**src/sat_ram.sv**
```systemverilog
module sat_ram #(
    parameter int WIDTH = 8,
    parameter int DEPTH = 256,
    localparam int AW = ($clog2(DEPTH) > 0) ? $clog2(DEPTH) : 1
) (
    input  logic             aclk,
    input  logic             we,
    input  logic             re,
    input  logic [AW-1:0]    addr,
    input  logic [WIDTH-1:0] wr_data,
    output logic [WIDTH-1:0] rd_data
);

    logic [WIDTH-1:0] mem_reg [DEPTH];
    logic [WIDTH-1:0] rd_data_reg;

    // single port, registered read that holds while idle
    always_ff @(posedge aclk) begin
        if (we) begin
            mem_reg[addr] <= wr_data;
        end
        if (re) begin
            rd_data_reg <= mem_reg[addr];
        end
    end

    assign rd_data = rd_data_reg;

endmodule

```
**config.mk**
```make
export PLATFORM = sky130hd
export DESIGN_NAME = sat_ram
export DESIGN_NICKNAME = d
export VERILOG_FILES = /design/src/sat_ram.sv
export SDC_FILE = /design/constraint.sdc
export NUM_CORES = 2
export LEC_CHECK = 0
export BUFFER_PORTS_ARGS = -buffer_cell sky130_fd_sc_hd__clkbuf_2
export CORE_ASPECT_RATIO = 0.75
export CORE_MARGIN = 2
export CORE_UTILIZATION = 60
export CTS_CLUSTER_DIAMETER = 80
export DETAILED_ROUTE_END_ITERATION = 7
export PLACE_DENSITY = 0.76
export SETUP_SLACK_MARGIN = 0.5
export SLEW_MARGIN = 20
export SYNTH_ARGS = -nofsm -noshare
export SYNTH_HDL_FRONTEND = slang
export SYNTH_SLANG_ARGS = --single-unit
```
**constraint.sdc**
```tcl
create_clock -name aclk -period 6.2 [get_ports aclk]
set_clock_uncertainty 0.05 [all_clocks]
set_input_delay 0.62 -clock aclk [delete_from_list [all_inputs] [get_ports aclk]]
set_output_delay 0.62 -clock aclk [all_outputs]
set_load 0.1 [all_outputs]
```
==> results.md <==
- Gr ovfl total: 0
- Synth cell types: 21
- Post-CTS Setup Bufs: 0
- CP peak stage delay: just under 0.8 ns
- Number of global-route vias before repair: 38258
- First-pass GRT wire length: 274 mm
- Initial Util: around three fifths
- CP endpoint kind: flop
- Root buffer cell: clkbuf_16
- HP Class: in2reg
- Seq/Total Area, Yosys: 78.6%
- HPWL after DPL: 106 mm
- Max-slew violation count: 0
- DRT Pass-1 Iters: 6
- FILL cells: slightly below 8000
- Slew margin rel.: 17.2%
- Worst-Margin Slew: approximately 1.2 ns
- TNS Setup: 0 ns
- Hold Buf Count CTS: 0
- Synth area leaders: edfxtp_1, mux4_2, a22oi_1, nor2_1, a21oi_1
- Via density: between 6 and 7
- Layout cells sized above 1: about a quarter
- Area leader, netlist: edfxtp_1
- Count of final hold-check violations: 0
- Min cycle time layout: 3.76 ns
- GR Util All Layers: 28.8%
- Largest net degree at the start of global routing: 194
- H-tree levels: 4
- Remaining DRCs: 0
- Post-synth EDFFs: 2056
- Post-synth top area share: 78.6%
- Die Ht: 317 µm
- Yosys warning total: 0
- Fin crit share: between 60% and 70%
- RSZ-0062 raised after global routing: no
- Max FFs per register: approximately 2000
- Power Dens Cells: ~320 mW/mm²
- Full die area: 0.134 mm²
- Power consumption: 0.0274 W
- Skew-Pair Late Insertion Delay: 0.82 ns
- Outcome: finished clean
- Clock Pin Slew Worst Setup and Hold Paths: 0.07 ns
- Critical path type: in2reg
- Pleak: roughly 26 nW
- Wire length per cell: 34.3 µm
- Worst EP required: around 6.7 ns
- Antenna Violating Nets Remaining: 0
- Syn avg cell area: 22.2 µm²
- Max Cap Viol: 0
- CP Max Fanout: between 50 and 60
- Count leader, synth: edfxtp_1
- Top FF cell, synth: edfxtp_1
- RePlAce Congestion: 0.816
- Via count: 38564
- Die width: 422 µm
- Crit-path cells: buf_8, buf_4, buf_4, mux4_2, a22oi_1, a21oi_1, o41ai_1, buf_4, nand4_1
- Commonest cells post-synth: edfxtp_1, mux4_2, a22oi_1, nor2_1, clkbuf_1
- I/O Buffers: 26
- WP buf/inv: 4
- Post-CTS resize count: 0
- Seq cells post-synth: 2056
- Clk buf depth: 3
- Io pins: 27
- Critical-path top delay cell: o41ai_1
- Drt total wl: 189 mm
- CP startpoint kind: input pin
- CTS tree: built
- Antenna violations before repair: 6
- DR iter-0 viols: 6112
- Asr flop ratio synth: 0%
- Syn_nets: 3566
- Final setup vio count: 0
- Total CTS buffers: between 150 and 200
- Worst path arrival time: 4.23 ns
- Fmax: 0.266 GHz
- Maximum vdd drop: 0.285 mV
- Area Growth Syn to Fin: 10.2%
- Critical path's most frequent cell: buf_4
- Synth Instances: 3547
- Fin nets: 3652
- Core Box Area: 0.129 mm²
- Row cnt: 114
- Mapped cell area: 0.0786 mm²
- CTS sink cnt: 2056
- CP delay by family, top: buffers and inverters
area by class of cell:
cell class	instances	area [µm²]	area share, %
Sequential cell	2056	61700	71.3
Antenna cell	3	7.51	0.00867
Clock inverter	94	785	0.906
Inverter	1	3.75	0.00433
Multi-Input combinational cell	1258	15800	18.3
Tap cell	1740	2180	2.51
Timing Repair Buffer	138	1280	1.48
Clock buffer	228	4770	5.51
layer usage:
layer	global-route usage, %	share of wire [%]	up-vias
met5	0	0.052	-
met4	10.9	3.8	12
met3	6.89	13	387
met2	42.8	46	2834
met1	42.5	37	20106
li1	-	-	15225
cells by family after synthesis:
kind of cell,after synthesis,synth area share [%]
mux,512,14.7
buf+inv,233,1.40
flops,2056,78.6
compound gates,416,3.62
simple gates,330,1.73
power breakdown:
| group | leakage [nW] | internal (W) | total (W) | switching [W] |
|---|---|---|---|---|
| logic | 4.98 | 0.000429 | 0.00130 | 0.000868 |
| registers | 18.5 | 0.0153 | 0.0153 | 0.0000164 |
| clock network | 2.71 | 0.00589 | 0.0108 | 0.00491 |
| total | 26.2 | 0.0216 | 0.0274 | 0.00580 |
per-stage QoR:
| step | util, % | cell area (µm²) | setup WS, ns | instances | hold slack, ns |
|---|---|---|---|---|---|
| 4_1_cts | 66.9 | 86600 | 2.45 | 5515 | 0.149 |
| 3_3_place_gp | 62.6 | 80900 | 1.08 | 5188 | 0.985 |
| 6_report | 66.9 | 86600 | 2.44 | 5518 | 0.178 |
| 3_5_place_dp | 62.7 | 81100 | 1.57 | 5193 | 0.987 |
| 2_1_floorplan | - | 78600 | 3.31 | 3547 | 0.669 |
| 5_1_grt | 66.9 | 86600 | 2.30 | 5516 | 0.195 |
worst paths after layout:
kind	slack (ns)	from	cells after the start	to
max reg2reg	3.23	mem_reg[73][1]$_DFFE_PP_	5	rd_data[1]$_DFFE_PP_
max	2.44	addr[0]	9	rd_data[0]$_DFFE_PP_
min reg2reg	1.01	mem_reg[171][5]$_DFFE_PP_	5	rd_data[5]$_DFFE_PP_
min	0.18	wr_data[2]	1	mem_reg[227][2]$_DFFE_PP_
placed cells by master (no fill, tap or decap), types with 3 or more instances in the layout:
master / instances
inv_6: 5
clkinv_1: 45
buf_4: 92
clkbuf_16: 184
edfxtp_1: 2056
a22oi_1: 256
clkbuf_1: 44
mux4_2: 512
nor2_1: 230
nand2b_1: 4
a21oi_1: 128
nor2b_1: 5
nand3_1: 13
diode_2: 3
nor3_1: 30
buf_8: 3
o41ai_2: 11
clkbuf_8: 7
clkbuf_2: 16
buf_12: 18
bufinv_16: 11
clkinv_2: 26
clkinv_8: 4
nand4_1: 8
o41ai_1: 21
nand2_1: 28
(Power assumes the default switching activity.)
