--- src/sat_pkg.sv ---
package sat_pkg;

    // grid size
    localparam int ROWS = 16;
    localparam int COLS = 16;

    // fixed field widths
    localparam int FW     = 4;
    localparam int CELL_W = 8;
    localparam int SUM_W  = 16;

    // table geometry, one extra zero row and column
    localparam int PSTRIDE = COLS + 1;
    localparam int CDEPTH  = ROWS * COLS;
    localparam int PDEPTH  = (ROWS + 1) * (COLS + 1);
    localparam int RIW     = $clog2(ROWS + 1);
    localparam int CIW     = $clog2(COLS + 1);
    localparam int CAW     = ($clog2(CDEPTH) > 0) ? $clog2(CDEPTH) : 1;
    localparam int PAW     = $clog2(PDEPTH);

    // table entry width: exact for a full-grid sum of extreme cells
    localparam int PW = CELL_W + 1 + $clog2(CDEPTH);

    typedef enum logic [1:0] {
        OP_WRITE = 2'd0,
        OP_BUILD = 2'd1,
        OP_QUERY = 2'd2,
        OP_NONE  = 2'd3
    } opcode_t;

    typedef enum logic [2:0] {
        ALU_HOLD = 3'd0,
        ALU_CLR  = 3'd1,
        ALU_LOAD = 3'd2,
        ALU_ADD  = 3'd3,
        ALU_SUB  = 3'd4
    } alu_op_t;

    // control from the sequencer to the shared adder
    typedef struct packed {
        alu_op_t         op;
        logic [PW-1:0]   operand;
    } alu_ctl_t;

    // table address of entry (r, c)
    function automatic logic [PAW-1:0] prefix_addr(input logic [RIW-1:0] r,
                                                   input logic [CIW-1:0] c);
        int a;
        a = int'(r) * PSTRIDE + int'(c);
        return a[PAW-1:0];
    endfunction

    // cell address of (r, c)
    function automatic logic [CAW-1:0] cell_addr(input logic [RIW-1:0] r,
                                                 input logic [CIW-1:0] c);
        int a;
        a = int'(r) * COLS + int'(c);
        return a[CAW-1:0];
    endfunction

    // saturate a row coordinate at ROWS
    function automatic logic [RIW-1:0] clamp_row(input logic [FW:0] v);
        int t;
        t = int'(v);
        if (t > ROWS) begin
            t = ROWS;
        end
        return t[RIW-1:0];
    endfunction

    // saturate a column coordinate at COLS
    function automatic logic [CIW-1:0] clamp_col(input logic [FW:0] v);
        int t;
        t = int'(v);
        if (t > COLS) begin
            t = COLS;
        end
        return t[CIW-1:0];
    endfunction

    // sign extend a cell to table width
    function automatic logic [PW-1:0] cell_ext(input logic [CELL_W-1:0] v);
        logic signed [PW+CELL_W-1:0] w;
        w = signed'(v);
        return w[PW-1:0];
    endfunction

    // wrap or extend a table-width sum to the result width
    function automatic logic [SUM_W-1:0] sum_wrap(input logic [PW-1:0] v);
        logic signed [PW+SUM_W-1:0] w;
        w = signed'(v);
        return w[SUM_W-1:0];
    endfunction

endpackage

--- src/sat_alu.sv ---
module sat_alu (
    input  logic                      aclk,
    input  sat_pkg::alu_ctl_t         ctl,
    output logic [sat_pkg::PW-1:0]    acc
);

    logic [sat_pkg::PW-1:0] acc_reg;
    logic [sat_pkg::PW-1:0] acc_next;

    // shared clear, load, add and subtract onto the accumulator
    always_comb begin
        case (ctl.op)
            sat_pkg::ALU_HOLD: acc_next = acc_reg;
            sat_pkg::ALU_CLR:  acc_next = '0;
            sat_pkg::ALU_LOAD: acc_next = ctl.operand;
            sat_pkg::ALU_ADD:  acc_next = acc_reg + ctl.operand;
            sat_pkg::ALU_SUB:  acc_next = acc_reg - ctl.operand;
            default:           acc_next = acc_reg;
        endcase
    end

    always_ff @(posedge aclk) begin
        acc_reg <= acc_next;
    end

    assign acc = acc_reg;

endmodule

--- config.mk ---
export PLATFORM = sky130hd
export DESIGN_NAME = sat_alu
export DESIGN_NICKNAME = d
export VERILOG_FILES = /design/src/sat_pkg.sv /design/src/sat_alu.sv
export SDC_FILE = /design/constraint.sdc
export NUM_CORES = 1
export LEC_CHECK = 0
export ABC_CLOCK_PERIOD_IN_PS = 6850
export BUFFER_PORTS_ARGS = -buffer_cell sky130_fd_sc_hd__buf_4
export CAP_MARGIN = 40
export CORE_ASPECT_RATIO = 0.9
export CORE_MARGIN = 2
export CORE_UTILIZATION = 45
export CTS_CLUSTER_SIZE = 14
export DETAILED_ROUTE_END_ITERATION = 8
export PLACE_DENSITY = 0.73
export SETUP_SLACK_MARGIN = 0.15
export SLEW_MARGIN = 10
export SYNTH_ARGS = -nofsm -noshare
export SYNTH_HDL_FRONTEND = slang
export SYNTH_SLANG_ARGS = --single-unit
--- constraint.sdc ---
create_clock -name aclk -period 6.85 [get_ports aclk]
set_input_delay 1.37 -clock aclk [delete_from_list [all_inputs] [get_ports aclk]]
set_output_delay 1.37 -clock aclk [all_outputs]
set_load 0.01 [all_outputs]
==> flow_summary_export.csv <==
group,metric,value,unit
status,status,"complete, no violations",
logic_synthesis,synth_edf_count,17,
worst_hold_path,hold_end,"acc[0]$_DFFE_PP_",
global_routing,grt_remaining_overflow,0,
clock_network,cts_repair_resize_count,0,
worst_setup_path,required,6860,ps
timing,postLayoutSetupSlackWorst,2690,ps
logic_synthesis,synth.ff_latch_count,17,
clock_network,clock_latency,260,ps
worst_setup_path,worst_path_max_delay_cell,"o21ai_0",
routing,routedWlPerCell,14.9,um
worst_setup_path,crit_start,"ctl[17]",
timing,drv_slew,0,
worst_setup_path,ff2ff_setup_slack,4280,ps
worst_setup_path,r2r-end,"acc[16]$_DFFE_PP_",
placed_design,place_ws,2440,ps
clock_network,cts_made_buffers,3,
die,rows,22,
timing,max_freq,0.240,GHz
placed_design,dpl.hpwl,3570,um
timing,setup_viol,0,
final_layout,drive_above_1_share,21.5,%
worst_setup_path,crit_path_max_fanout,10,
logic_synthesis,yosysSeqAreaShare,27.3,%
routing,drt-pass1-iter-count,4,
worst_setup_path,slowest_delay,380,ps
logic_synthesis,yosysWarningCount,0,
die,die_height,65.1,um
timing,slew_headroom,48.3,%
worst_setup_path,rr_worst_depth,10,
timing,worst_pin_slew,767,ps
global_routing,grt_pass1_vias,1565,
routing,drt-total-wl,4540,um
global_routing,grt_max_degree,13,
worst_hold_path,min_from,"acc[0]$_DFFE_PP_",
logic_synthesis,synth_flop_cell,"edfxtp_1",
power_and_ir_drop,power-per-cell-area,205,nW/um^2
routing,ant_nets,0,
routing,remaining_drc_errors,0,
placed_design,gp_congestion,0.839,
final_layout,syn_to_final_growth,21.2,%
routing,drt_iter0_markers,128,
logic_synthesis,async_flop_share,0,%
worst_setup_path,worstPathCellList,"buf_4, nor2_1, nand2_1, o21ai_0, inv_1, ha_1, nor2b_1, o31ai_1, a21oi_1, a31oi_2, o21ai_1, xnor2_1, o21ai_0",
worst_hold_path,hold_path.class,"register to register",
global_routing,antenna_found_initial,0,
worst_setup_path,crit_type,"input pin to register",
clock_network,ctsRootBufferMaster,"clkbuf_8",
placed_design,portBuffers,37,
timing,fin_crit_sh,60.7,%
clock_network,cts_max_level,1,
logic_synthesis,synth_top_cell_area_share,27.3,%
clock_network,ctsHoldBuffers,0,
logic_synthesis,syn_inst,218,
logic_synthesis,yosysTopAreaCell,"edfxtp_1",
final_layout,stdcell_area,2260,sq um
logic_synthesis,syn_nets,257,
die,start_util,46.5,%
placed_design,post_dp_cell_area,2220,sq um
timing,rsz0062_at_grt,"false",
die,ios,38,
timing,tns,0,ps
timing,finalClockSkew,7.04,ps
worst_setup_path,arrival,4170,ps
flow_run,maxCapViolations,0,
final_layout,fin_util,56.4,%
power_and_ir_drop,vdd_drop_max,0.0892,mV
timing,min_period,4160,ps
worst_setup_path,r2r_start,"acc[0]$_DFFE_PP_",
global_routing,grt_first_pass_wirelength,7580,um
clock_network,clock_path_buffers,2,
global_routing,grt_usage,20.7,%
routing,vias_per_cell,5.68,
final_layout,diodes,0,
final_layout,fillerInstances,375,
clock_network,clkSinkCount,17,
die,core_area,4020,sq um
power_and_ir_drop,leakage,0.995,nW
clock_network,cts_setup_buffers,0,
logic_synthesis,yosys-top-cells-area,"edfxtp_1 (27%), ha_1 (11%), o21ai_0 (7.0%), xnor2_1 (6.1%), nand2_1 (5.6%)",
logic_synthesis,yosysUniqueCellTypes,44,
worst_setup_path,crit_top_cell,"o21ai_0",
routing,dr_total_vias,1726,
worst_setup_path,crit_path_end_kind,"register",
clock_network,cts_tree,"done",
die,dieArea,4680,sq um
clock_network,path_clk_slew,80,ps
logic_synthesis,syn_area_per_cell,8.57,sq um
final_layout,largest_reg_flops,17,
worst_setup_path,worstSetupStartpointType,"input pin",
die,die_x,71.9,um
logic_synthesis,synthesis.area,1870,sq um
worst_hold_path,whs_path_depth,3,
final_layout,layout.nets,296,
timing,hold_viol_final,0,
-- cell type report --
| class | count | area [sq um] | share of cell area, % |
|---|---|---|---|
| Multi-Input combinational cell | 186 | 1310 | 57.7 |
| Clock buffer | 4 | 45.0 | 1.99 |
| Sequential cell | 17 | 510 | 22.5 |
| Timing Repair Buffer | 40 | 308 | 13.6 |
| Inverter | 9 | 33.8 | 1.49 |
| Tap cell | 48 | 60.1 | 2.65 |
-- synthesized netlist by cell type (2+ instances only) --
cell type,instances
a21boi_0,2
a21o_1,4
a21oi_1,16
a31oi_1,2
a32o_1,2
and2_1,2
and3_1,5
clkbuf_1,5
edfxtp_1,17
ha_1,17
inv_1,9
nand2_1,28
nand2b_1,3
nor2_1,19
nor2b_1,3
nor3_2,2
nor3_4,2
o21ai_0,26
o21bai_1,3
o31ai_1,4
xnor2_1,13
xor2_1,12
-- layer usage --
metal	vias up	global-route usage, %	part of all wire (%)
li1	869	-	-
met1	811	31.3	49
met2	42	31.4	45
met3	4	2.30	4.1
met4	0	5.66	1.3
met5	-	0	0
-- worst max path at each step --
| stage | slack [ps] | end | depth (start not counted) |
|---|---|---|---|
| 5_1_grt | 2410 | acc[15]$_DFFE_PP_ | 13 |
| 3_3_place_gp | 2470 | acc[15]$_DFFE_PP_ | 13 |
| 6_report | 2690 | acc[15]$_DFFE_PP_ | 13 |
| 2_1_floorplan | 2930 | acc[16]$_DFFE_PP_ | 14 |
| 3_5_place_dp | 2440 | acc[16]$_DFFE_PP_ | 14 |
| 4_1_cts | 2700 | acc[16]$_DFFE_PP_ | 14 |
-- worst max-delay path, delay by kind of cell --
kind	cells	cell delay, ps
AOI/OAI and AO/OA	6	1520
and+or+nand+nor	3	660
adders and majority gates	1	260
buffers and inverters	2	200
xor gates and xnor gates	1	140
-- metrics by stage --
step	cells	hold WS, ps	total power [mW]
after CTS	304	816	0.466
after global routing	304	866	0.499
final	304	806	0.465
after global placement	297	795	0.377
after detailed placement	300	813	0.381
after floorplan	218	835	0.307
-- placed cells by master (no fill, tap or decap), types with 2 or more instances in the layout --
| master | synthesis | final |
|---|---|---|
| nor2b_1 | 3 | 3 |
| nor2_1 | 19 | 19 |
| nor3_2 | 2 | 2 |
| buf_6 | 0 | 2 |
| nand2b_1 | 3 | 3 |
| a31oi_1 | 2 | 2 |
| nand2_1 | 28 | 28 |
| edfxtp_1 | 17 | 17 |
| xnor2_1 | 13 | 12 |
| ha_1 | 17 | 17 |
| and2_1 | 2 | 2 |
| a21o_1 | 4 | 4 |
| xor2_1 | 12 | 12 |
| clkbuf_8 | 0 | 3 |
| inv_1 | 9 | 9 |
| nor3_4 | 2 | 2 |
| a32o_1 | 2 | 2 |
| and3_1 | 5 | 5 |
| buf_4 | 0 | 38 |
| o31ai_1 | 4 | 4 |
| a21boi_0 | 2 | 2 |
| o21ai_0 | 26 | 26 |
| a21oi_1 | 16 | 16 |
| o21bai_1 | 3 | 3 |
-- logic make-up after synthesis --
group	count (synthesis)	share of synthesized area (%)
xor+xnor	26	12.6
simple gates	70	19.7
mux	1	0.536
fa+ha+maj	18	12.5
buf+inv	15	3.08
compound gates	71	24.3
flops	17	27.3
-- power by group --
part           switching [mW]  leakage (nW)  internal [mW]
logic                   0.129         0.798          0.107
clock network          0.0419        0.0228         0.0415
registers             0.00950         0.174          0.135
No activity file was read; power rests on OpenSTA's default activity.
